### src/hw/rtl/wsf_pkg.sv
// Shared constants, opcodes and register indexes of the WalkSAT flip engine.
`timescale 1ns / 1ps

package wsf_pkg;

    localparam int DEF_MAX_VARS     = 1024;
    localparam int DEF_MAX_CLAUSES  = 4096;
    localparam int DEF_MAX_LITERALS = 16384;

    // width of the random words that the remainder unit divides
    localparam int RAND_W = 31;

    localparam int DEF_DIV_W = 15;

    localparam logic [10:0] VAR_COUNT_RST = 11'd1024;
    localparam logic [16:0] GREEDY_RST    = 17'd32768;

    typedef enum logic [1:0] {
        OP_LOAD = 2'd0,
        OP_SET  = 2'd1,
        OP_FLIP = 2'd2,
        OP_READ = 2'd3
    } t_opcode;

    typedef enum logic {
        CFG_VAR_COUNT = 1'b0,
        CFG_GREEDY    = 1'b1
    } t_cfg_index;

endpackage

### src/hw/rtl/wsf_rem.sv
// Bit-serial restoring remainder unit: one dividend bit per cycle.
`timescale 1ns / 1ps

module wsf_rem import wsf_pkg::*; #(
    parameter int DW = DEF_DIV_W
) (
    input  logic              i_clk,
    input  logic              i_rst_n,
    input  logic              i_start,
    input  logic [RAND_W-1:0] i_dividend,
    input  logic [DW-1:0]     i_divisor,
    output logic              o_done,
    output logic [DW-1:0]     o_rem
);

    localparam int CNTW = $clog2(RAND_W + 1);

    logic              r_busy;
    logic              r_done;
    logic [CNTW-1:0]   r_cnt;
    logic [RAND_W-1:0] r_q;
    logic [DW-1:0]     r_rem;
    logic [DW-1:0]     r_d;

    logic [DW:0]   w_t;
    logic          w_ge;
    logic [DW-1:0] w_nrem;

    always_comb begin
        w_t    = {r_rem, r_q[RAND_W-1]};
        w_ge   = w_t >= {1'b0, r_d};
        w_nrem = w_ge ? DW'(w_t - {1'b0, r_d}) : DW'(w_t);
    end

    always_ff @(posedge i_clk) begin
        if (!i_rst_n) begin
            r_busy <= 1'b0;
            r_done <= 1'b0;
            r_cnt  <= '0;
        end else begin
            r_done <= 1'b0;
            if (i_start) begin
                r_busy <= 1'b1;
                r_cnt  <= '0;
                r_q    <= i_dividend;
                r_rem  <= '0;
                r_d    <= i_divisor;
            end else if (r_busy) begin
                r_rem <= w_nrem;
                r_q   <= r_q << 1;
                r_cnt <= r_cnt + 1'b1;
                if (r_cnt == CNTW'(RAND_W - 1)) begin
                    r_busy <= 1'b0;
                    r_done <= 1'b1;
                end
            end
        end
    end

    assign o_done = r_done;
    assign o_rem  = r_rem;

endmodule

### config.mk
export PLATFORM = sky130hd
export DESIGN_NAME = wsf_rem
export DESIGN_NICKNAME = d
export VERILOG_FILES = /design/src/hw/rtl/wsf_pkg.sv /design/src/hw/rtl/wsf_rem.sv
export SDC_FILE = /design/constraint.sdc
export NUM_CORES = 1
export LEC_CHECK = 0
export BUFFER_PORTS_ARGS = -buffer_cell sky130_fd_sc_hd__buf_4
export CAP_MARGIN = 25
export CELL_PAD_IN_SITES_DETAIL_PLACEMENT = 0
export CELL_PAD_IN_SITES_GLOBAL_PLACEMENT = 1
export CORE_MARGIN = 1.5
export CORE_UTILIZATION = 48
export CTS_CLUSTER_SIZE = 14
export DETAILED_ROUTE_END_ITERATION = 16
export PLACE_DENSITY = 0.95
export SLEW_MARGIN = 25
export SYNTH_ARGS = -nofsm -noshare
export SYNTH_HDL_FRONTEND = slang
export SYNTH_SLANG_ARGS = --single-unit
### constraint.sdc
create_clock -name i_clk -period 5.6 [get_ports i_clk]
set_input_delay 0.56 -clock i_clk [delete_from_list [all_inputs] [get_ports i_clk]]
set_output_delay 0.56 -clock i_clk [all_outputs]
set_load 0.01 [all_outputs]
# Yosys cells after proc, flatten, opt, wreduce, memory -nomap -nowiden
# Cells that the tools add are included.
# op_classes
add_sub_neg	2
magnitude_cmp	1
eq_ne	1
muxes	8
bitwise	2
reduce_logical	5
# op_table
operator	count
$mux 31	2
$mux 15	2
$ge 16x15->1	1
$sub 15x15->15	1
$add 5x1->5 const B	1
$eq 5x5->1 const B	1
$mux 1	4
$reduce_and 2->1	2
$reduce_or 3->1	1
$not 1->1	2
$reduce_bool 2->1	1
$reduce_or 2->1	1
# word_totals
ff_bits	68
inputBits	49
out_inout_bits	16
wordCells	25

# Logic depth before layout (Yosys ltp)
# Gate-level depths: netlist of run 1.
# logic_depth
ltp_word	4
ltp_mapped	10
depth_no_buf	9

# Least setup slack after synthesis of run 1
# Ideal clock, no wire load.
# synth_path
path_kind	register -> register
from	reg r_q[30]
to	reg r_rem[12], in the netlist o_rem[12] (data pin)
setup_ns	0.256
arrival_time_ns	2.075
t_required_ns	5.344
slack_ns	3.270
path_stages_with_launch	10
n_path_buf	0
synth_period_minus_slack_ns	2.330
cell_sequence	edfxtp_1 > inv_1 > ha_1 > fa_1 > and2b_1 > o31ai_4 > a31o_4 > a21oi_2 > nor3b_1 > a31o_2
# synth_via
elab_chain_cells	3
word_cells_on_any_way	4
cone_classes	1 x add/sub; 1 x order compare; 2 x mux
# synth_lines
item	line	text
start: declaration	wsf_rem.sv:21	logic [RAND_W-1:0] r_q;
start signal: assignment	wsf_rem.sv:45	r_q <= i_dividend;
start signal: assignment	wsf_rem.sv:50	r_q <= r_q << 1;
$sub 15x15->15 / $ge 16x15->1 (equally long branches)	wsf_rem.sv:32, wsf_rem.sv:31	
$mux 15 (*)	wsf_rem.sv:32	w_nrem = w_ge ? DW'(w_t - {1'b0, r_d}) : DW'(w_t);
$mux 15 (*)	wsf_rem.sv:48	end else if (r_busy) begin
end signal: assignment	wsf_rem.sv:49	r_rem <= w_nrem;
end: declaration	wsf_rem.sv:22	logic [DW-1:0] r_rem;
# Mark *: on every way between the ends. The rest lies on a longest branch, timed or not. The select of a mux whose other input is x is not followed.
# A chain may end at the register's enable or synchronous reset.

# Worst setup path in the final report of run 1
# layout_path
from	reg r_q[30]
to	reg r_rem[2], in the netlist o_rem[2] (data pin)
# The elaborated chain is that of the path after synthesis.

==> flow_summary.json, run 1 <==
{
  "status": "completed",
  "finalSetupViolCount": 0,
  "final-hold-violation-count": 0,
  "critPathKind": "reg2reg",
  "via_per_inst": 5.36,
  "insertion_delay_ps": 350,
  "syn_inst": 298,
  "wire_per_inst_um": 15.0,
  "setup_ws_ps": 2750,
  "place_congestion": 0.856,
  "totalWireLength_um": 6990,
  "fin_skew_ps": 11.0,
  "grt_max_degree": 54,
  "wl_met2_um": 3440,
  "cts_resized": 0,
  "place_ws_ps": 2740,
  "fin_nets": 429,
  "routed.top_layer": "met4",
  "syn-mean-instance-area_um2": 11.9,
  "die_w_um": 89.1,
  "drc": 0,
  "final_util_pct": 60.0,
  "syn_nets": 365,
  "syn_to_final_growth_pct": 21.6,
  "grt_pass1_vias": 2447,
  "num_io_pins": 65,
  "cts_tree": "built",
  "grt_overflow_total": 0,
  "clk_pin_slew_ps": 80,
  "cpMaxStageDelayCell": "a21oi_2",
  "post_cts.repair.setup_buffers": 0,
  "initial_core_util_pct": 49.4,
  "synth_cell_types": 48,
  "core_um2": 7210,
  "clock_sinks": 68,
  "endpoint_kind": "flop",
  "required_ps": 5670,
  "htree_levels": 3,
  "cts_buffer_depth": 2,
  "synthFlopType": "edfxtp_1",
  "worst_pin_slew_ps": 792,
  "arrival_ps": 2920,
  "tns_ps": 0,
  "dp_cells": 450,
  "reg2regPathDepth": 9,
  "worstPathMaxFanout": 16,
  "slew_headroom_pct": 47.2,
  "diodes": 0,
  "cp-start-kind": "flop",
  "first_pass_iters": 4,
  "synth_seq_cells": 68,
  "yosys_warnings": 0,
  "synth_seq_area_share_pct": 55.4,
  "p_leak_nw": 1.74,
  "finalCritPeriodShare_pct": 50.9,
  "grt_usage_pct": 18.9,
  "post-dp-hpwl_um": 4870,
  "timing.hold.ws_ps": 385,
  "grt_pass1_wl_um": 11200,
  "stdcell_count": 466,
  "cts-buffers-inserted": 9,
  "num_vias": 2500,
  "drive_above_1_share_pct": 32.2,
  "vdd_drop_max_v": 0.000202,
  "wl_met3_um": 476,
  "fp.dieArea_um2": 7940,
  "hold_depth": 1,
  "async_flop_share_pct": 0,
  "rows": 31,
  "synth_edf_count": 61,
  "ant_nets": 0,
  "cellPowerDensity_nw_per_um2": 319,
  "rsz0062_at_grt": "no",
  "hold_path.class": "in2reg",
  "met1_length_um": 3010,
  "slowest_delay_ps": 640,
  "grt_antenna_before_repair": 0,
  "netlist_area_um2": 3560,
  "cts_hold_buf": 0,
  "period_needed_ps": 2850,
  "cts_root_buf": "clkbuf_8",
  "crit_chain": "inv_1 > ha_1 > fa_1 > and2b_1 > o31ai_4 > a31o_4 > a21oi_2 > mux2i_1 > nor2_1",
  "slew_viol_final": 0,
  "max_freq_mhz": 351,
  "die_y_um": 89.1,
  "portBuffers": 64,
  "cap_violations": 0,
  "drt_iter0_drc": 120
}
-- per-layer routing --
| layer | global-route usage (%) | up-vias |
|---|---|---|
| met3 | 7.02 | 8 |
| met1 | 22.7 | 1197 |
| met2 | 31.3 | 68 |
| met5 | 0 | - |
| li1 | - | 1227 |
| met4 | 6.57 | 0 |
-- final cells by class --
| cell class | instances | area (um^2) |
|---|---|---|
| fillers | 607 | 2890 |
| flip-flops and latches | 68 | 1970 |
| multi-input cells | 197 | 1460 |
| repair buffers | 64 | 480 |
| clock buffers | 9 | 124 |
| well taps | 99 | 124 |
| clock inverters | 7 | 91.3 |
| inverters | 22 | 82.6 |
-- synth_stat cells (3+ instances only) --
| master | count | area [um^2] |
|---|---|---|
| a211oi_1 | 5 | 37.5 |
| a21oi_1 | 17 | 85.1 |
| inv_1 | 22 | 82.6 |
| a21o_1 | 4 | 30.0 |
| a21boi_0 | 3 | 22.5 |
| and2_1 | 3 | 18.8 |
| clkbuf_1 | 7 | 26.3 |
| or3_1 | 4 | 25.0 |
| edfxtp_1 | 61 | 1830 |
| nor3_1 | 6 | 30.0 |
| ha_1 | 17 | 213 |
| nor2_1 | 22 | 82.6 |
| nand2_1 | 22 | 82.6 |
| xnor2_1 | 5 | 43.8 |
| dfxtp_1 | 7 | 140 |
| nand3_1 | 7 | 35.0 |
| o21a_1 | 3 | 22.5 |
| o21ai_1 | 3 | 15.0 |
| xor2_1 | 3 | 26.3 |
| mux2_2 | 30 | 338 |
| o21ai_0 | 8 | 40.0 |
| nand4_1 | 5 | 31.3 |
-- flip-flops by register name, summed over array words and instances, names as in the netlist --
signal and flops:
r_q 31, o_rem 15, r_d 15, r_cnt 5
o_done 1, r_busy 1
-- stage by stage --
| stage | cell area [um^2] | total power, W |
|---|---|---|
| finish | 4330 | 0.00138 |
| global route | 4330 | 0.00145 |
| CTS | 4330 | 0.00139 |
| detailed placement | 4110 | 0.000948 |
| global placement | 4110 | 0.000939 |
| floorplan | 3560 | 0.000857 |
-- cell usage in the layout, fill, tap and decap left out, types with 6 or more instances in the layout --
cell type / n
nor3_1: 6
inv_1: 22
nand3_1: 7
buf_4: 64
a21oi_1: 17
dfxtp_1: 7
nand2_1: 22
nor2_1: 22
mux2_2: 30
o21ai_0: 8
ha_1: 17
edfxtp_1: 61
clkbuf_8: 9
-- power breakdown --
part	switching, W	internal [W]
clock network	0.000193	0.000249
registers	0.0000198	0.000603
logic	0.000171	0.000142
-- logic make-up after synthesis --
logic type,Yosys count,share of synthesized area [%]
flops,68,55.4
simple gates,83,11.5
fa+ha+maj,18,6.54
xor+xnor,8,1.97
buf+inv,33,3.97
mux,32,10.0
compound gates,56,10.6
-- worst max-delay path, delay by kind of cell (launching register included) --
kind                     cells  cell delay (ps)
multiplexers                 1              260
flip-flops                   1              350
buffers and inverters        1               50
AND/OR/NAND/NOR              2              330
adder cells (fa/ha/maj)      2              620
AO/OA/AOI/OAI                3              970
-- final timing paths --
kind,from,endpoint,slack [ps]
min,i_divisor[11],r_d[11],390
min reg2reg,r_cnt[1],r_cnt[1],520
max reg2reg,r_q[30],o_rem[2],2750
max,r_q[30],o_rem[2],2750
Power figures use the tool's default switching activity.
==> inputs of run 2 (changes only) <==
--- a/config.mk
+++ b/config.mk
@@ -10,10 +10,10 @@
 export CELL_PAD_IN_SITES_DETAIL_PLACEMENT = 0
 export CELL_PAD_IN_SITES_GLOBAL_PLACEMENT = 1
 export CORE_MARGIN = 1.5
-export CORE_UTILIZATION = 48
+export CORE_UTILIZATION = 40
 export CTS_CLUSTER_SIZE = 14
 export DETAILED_ROUTE_END_ITERATION = 16
-export PLACE_DENSITY = 0.95
+export PLACE_DENSITY = 0.86
 export SLEW_MARGIN = 25
 export SYNTH_ARGS = -nofsm -noshare
 export SYNTH_HDL_FRONTEND = slang
==> constraint.sdc (replaced) <==
create_clock -name i_clk -period 2.55 [get_ports i_clk]
set_input_delay 0.255 -clock i_clk [delete_from_list [all_inputs] [get_ports i_clk]]
set_output_delay 0.255 -clock i_clk [all_outputs]
set_load 0.01 [all_outputs]
==> flow_summary.json, run 2 (synthesized netlist as in run 1, its figures left out) <==
{
  "vdd_drop_max_v": 0.000419,
  "worst_pin_slew_ps": 663,
  "hp-start": "i_divisor[4]",
  "num_io_pins": 65,
  "finalSetupViolCount": 0,
  "grt_pass1_vias": 2541,
  "final-hold-violation-count": 0,
  "drc": 0,
  "required_ps": 2740,
  "cts_resized": 0,
  "cts_hold_buf": 0,
  "grt_overflow_total": 0,
  "timing.hold.ws_ps": 86.2,
  "grt_max_degree": 48,
  "rrSetupSlack_ps": 120,
  "post_cts.repair.setup_buffers": 0,
  "grt_usage_pct": 15.6,
  "period_needed_ps": 2430,
  "portBuffers": 64,
  "cellPowerDensity_nw_per_um2": 662,
  "crit_family": "compound AO/OA/AOI/OAI gates",
  "critPathKind": "reg2reg",
  "cts-buffers-inserted": 9,
  "critPathBufInv": 1,
  "hold_path_end": "r_d[4]",
  "fin_skew_ps": 6.40,
  "stdcell_count": 485,
  "slew_viol_final": 0,
  "wire_per_inst_um": 14.4,
  "rr_endpoint": "o_rem[5]",
  "slowest_delay_ps": 370,
  "arrival_ps": 2620,
  "largest_register_ffs": 31,
  "r2r_start": "r_q[30]",
  "drive_above_1_share_pct": 34.7,
  "syn_to_final_growth_pct": 23.6,
  "hold_depth": 1,
  "grt_antenna_before_repair": 0,
  "fp.dieArea_um2": 9480,
  "p_leak_nw": 1.76,
  "place_ws_ps": 57.8,
  "place_congestion": 0.786,
  "cts_buffer_depth": 2,
  "insertion_delay_ps": 340,
  "num_vias": 2498,
  "htree_levels": 3,
  "cp-start-kind": "flop",
  "via_per_inst": 5.15,
  "layout_common_cells": "buf_4 (73), edfxtp_1 (61), mux2_2 (30)",
  "clock_sinks": 68,
  "max_freq_mhz": 411,
  "die_w_um": 97.4,
  "cpMaxStageDelayCell": "or3_1",
  "stdcell_area_um2": 4400,
  "n_fill_cell": 805,
  "final_util_pct": 50.7,
  "totalWireLength_um": 6970,
  "final_common_cell": "buf_4",
  "die_y_um": 97.4,
  "finalCritPeriodShare_pct": 95.3,
  "cap_violations": 0,
  "drt_iter0_drc": 83,
  "first_pass_iters": 4,
  "ant_nets": 0,
  "dp_cells": 469,
  "crit_chain": "inv_1 > ha_1 > fa_2 > and2b_2 > o31ai_4 > a31o_4 > a21o_4 > or3_1 > a21oi_1",
  "worstPathMaxFanout": 6,
  "fin_nets": 439,
  "reg2regPathDepth": 9,
  "regMostFlops": "r_q",
  "place_area_um2": 4210,
  "cts_root_buf": "clkbuf_8",
  "status": "completed",
  "hold_path.class": "in2reg",
  "cts_tree": "built",
  "rows": 34,
  "initial_core_util_pct": 41.0,
  "grt_pass1_wl_um": 11800,
  "post-dp-hpwl_um": 4950,
  "core_um2": 8680,
  "clk_pin_slew_ps": 80,
  "endpoint_kind": "flop",
  "setup_ws_ps": 119,
  "diodes": 0,
  "slew_headroom_pct": 55.8
}
run 2: metrics by stage:
step	power [W]	TNS [ps]
6_report	0.00291	0
5_1_grt	0.00309	-45.2
4_1_cts	0.00294	0
3_5_place_dp	0.00213	0
3_3_place_gp	0.00211	0
2_1_floorplan	0.00188	0
run 2: how the worst max path moves through the flow:
| stage | from | to | slack (ps) | cells after the start |
|---|---|---|---|---|
| 5_1_grt | r_q[30] | o_rem[13] | -20 | 9 |
| 3_5_place_dp | r_q[30] | o_rem[5] | 60 | 9 |
| 6_report | r_q[30] | o_rem[5] | 120 | 9 |
| 3_3_place_gp | r_q[30] | o_rem[5] | 120 | 9 |
| 4_1_cts | r_q[30] | o_rem[5] | 40 | 9 |
| 2_1_floorplan | r_q[30] | o_rem[12] | 220 | 9 |
run 2: metal layers:
layer / vias up / track usage (%) / part of all wire [%]
met5: - / 0 / 0
met4: 0 / 3.96 / 0.73
met3: 5 / 7.12 / 7.7
met2: 63 / 25.1 / 48
met1: 1187 / 19.0 / 43
li1: 1243 / - / -
run 2: layout make-up:
cell class                      instances  area (um^2)  share of cell area (%)
Clock buffer                           10          128                    2.90
Clock inverter                          6         50.0                    1.14
Inverter                               22         82.6                    1.88
Multi-Input combinational cell        197         1470                    33.3
Sequential cell                        68         1970                    44.8
Tap cell                              108          135                    3.07
Timing Repair Buffer                   74          568                    12.9
run 2: where the power goes:
part / internal (W) / switching [W] / total (W) / leakage (nW)
clock: 0.000361 / 0.000437 / 0.000798 / 0.0831
sequential: 0.00132 / 0.0000430 / 0.00137 / 0.640
combinational: 0.000360 / 0.000389 / 0.000749 / 1.04
==> inputs of run 3 (changes only) <==
--- a/config.mk
+++ b/config.mk
@@ -10,11 +10,10 @@
 export CELL_PAD_IN_SITES_DETAIL_PLACEMENT = 0
 export CELL_PAD_IN_SITES_GLOBAL_PLACEMENT = 1
 export CORE_MARGIN = 1.5
-export CORE_UTILIZATION = 40
+export CORE_UTILIZATION = 44
 export CTS_CLUSTER_SIZE = 14
 export DETAILED_ROUTE_END_ITERATION = 16
-export PLACE_DENSITY = 0.86
-export SLEW_MARGIN = 25
+export PLACE_DENSITY = 0.89
 export SYNTH_ARGS = -nofsm -noshare
 export SYNTH_HDL_FRONTEND = slang
 export SYNTH_SLANG_ARGS = --single-unit
==> constraint.sdc (replaced) <==
create_clock -name i_clk -period 2.38 [get_ports i_clk]
set_input_delay 0.238 -clock i_clk [delete_from_list [all_inputs] [get_ports i_clk]]
set_output_delay 0.238 -clock i_clk [all_outputs]
set_load 0.01 [all_outputs]
==> flow_summary.json, run 3 (synthesized netlist as in run 1, its figures left out) <==
{
  "status": "completed",
  "grt_overflow_total": 0,
  "finalCritPeriodShare_pct": 98.5,
  "cap_violations": 0,
  "fp.dieArea_um2": 8640,
  "arrival_ps": 2550,
  "via_per_inst": 5.24,
  "num_vias": 2571,
  "die_y_um": 93.0,
  "period_needed_ps": 2340,
  "core_um2": 7770,
  "fin_skew_ps": 11.0,
  "grt_max_degree": 39,
  "slew_headroom_pct": 69.9,
  "worstPathMaxFanout": 5,
  "place_congestion": 0.857,
  "p_leak_nw": 1.84,
  "drt_iter0_drc": 81,
  "largest_register_ffs": 31,
  "vdd_drop_max_v": 0.000469,
  "clk_pin_slew_ps": 80,
  "final_common_cell": "buf_4",
  "ant_nets": 0,
  "portBuffers": 64,
  "drive_above_1_share_pct": 37.8,
  "stdcell_count": 491,
  "rsz0062_at_grt": "yes",
  "cpMaxStageDelayCell": "edfxtp_1",
  "cellPowerDensity_nw_per_um2": 743,
  "first_pass_iters": 4,
  "crit_chain": "ha_2 > fa_2 > and2b_2 > o31ai_4 > a31o_4 > a21o_1 > or3_1 > a21oi_1",
  "final_util_pct": 58.5,
  "num_io_pins": 65,
  "die_w_um": 93.0,
  "cp-start-kind": "flop",
  "stdcell_area_um2": 4540,
  "post-dp-hpwl_um": 5300,
  "grt_usage_pct": 18.2,
  "grt_pass1_wl_um": 12000,
  "finalSetupViolCount": 0,
  "wire_per_inst_um": 15.1,
  "grt_pass1_vias": 2577,
  "slew_viol_final": 0,
  "cts_tree": "built",
  "worst_pin_slew_ps": 451,
  "cts_hold_buf": 0,
  "cts_root_buf": "clkbuf_8",
  "totalWireLength_um": 7420,
  "crit_family": "simple AND/OR/NAND/NOR gates",
  "hold_path.class": "in2reg",
  "diodes": 0,
  "fin_nets": 451,
  "setup_ws_ps": 35.3,
  "drc": 0,
  "place_area_um2": 4280,
  "insertion_delay_ps": 350,
  "syn_to_final_growth_pct": 27.5,
  "required_ps": 2590,
  "place_ws_ps": -67.7,
  "layout_common_cells": "buf_4 (84), edfxtp_1 (61), mux2_2 (30)",
  "cts-buffers-inserted": 9,
  "final-hold-violation-count": 0,
  "clock_sinks": 68,
  "cts_buffer_depth": 2,
  "critPathBufInv": 0,
  "initial_core_util_pct": 45.8,
  "rows": 32,
  "dp_cells": 474,
  "regMostFlops": "r_q",
  "max_freq_mhz": 426,
  "endpoint_kind": "flop",
  "slowest_delay_ps": 380,
  "htree_levels": 3,
  "grt_antenna_before_repair": 0,
  "critPathKind": "reg2reg"
}
## run 3: changes by cell type in the layout (fill, tap and decap cells not counted), sizes merged
cell / before / now
buf: 74 / 86
bufinv: 0 / 2
clkinv: 3 / 1
## run 3: cell type report
cell class | instances | area (um^2)
inverters | 22 | 82.6
fillers | 664 | 3230
clock buffers | 10 | 128
flip-flops and latches | 68 | 1970
repair buffers | 86 | 662
clock inverters | 6 | 88.8
multi-input cells | 197 | 1480
well taps | 102 | 128
## run 3: timing repair
item | in CTS | in global routing
endpoints found under the setup margin | 6 | 14
gates resized for setup | 3 | 6
pin swaps | 0 | 3
setup buffers | 0 | 1
## run 3: stage by stage
stage	hold WS, ps	power [W]	setup TNS [ps]
after detailed placement	418	0.00232	-148
after global routing	37.5	0.00355	-95.6
final	59.3	0.00338	0
after CTS	43.1	0.00338	0
after floorplan	337	0.00202	0
after global placement	417	0.00230	-1.00
## run 3: per-layer routing
| layer | GRT usage (%) | up-vias | wire length [um] |
|---|---|---|---|
| li1 | - | 1267 | - |
| met1 | 21.9 | 1217 | 3170 |
| met2 | 30.1 | 77 | 3670 |
| met3 | 7.39 | 10 | 508 |
| met4 | 5.30 | 0 | 72 |
| met5 | 0 | - | 0 |
## run 3: where the power goes
part           switching [W]  internal [W]
logic               0.000438      0.000424
registers          0.0000445       0.00142
clock network       0.000459      0.000592
## run 3: path summary, 6_finish.rpt
check	start	to	slack, ps	cells past startpoint
max	r_d[0]	o_rem[5]	40	8
min	i_divisor[2]	r_d[2]	60	1
max reg2reg	r_d[0]	o_rem[5]	40	8
min reg2reg	r_cnt[1]	r_cnt[1]	520	2
## run 3: worst register-to-register path, delay by kind of cell, from the launching register on
family	cells	cell delay (ps)
AND/OR/NAND/NOR	2	640
flip-flops	1	380
AO/OA/AOI/OAI	4	630
adder cells (fa/ha/maj)	2	550
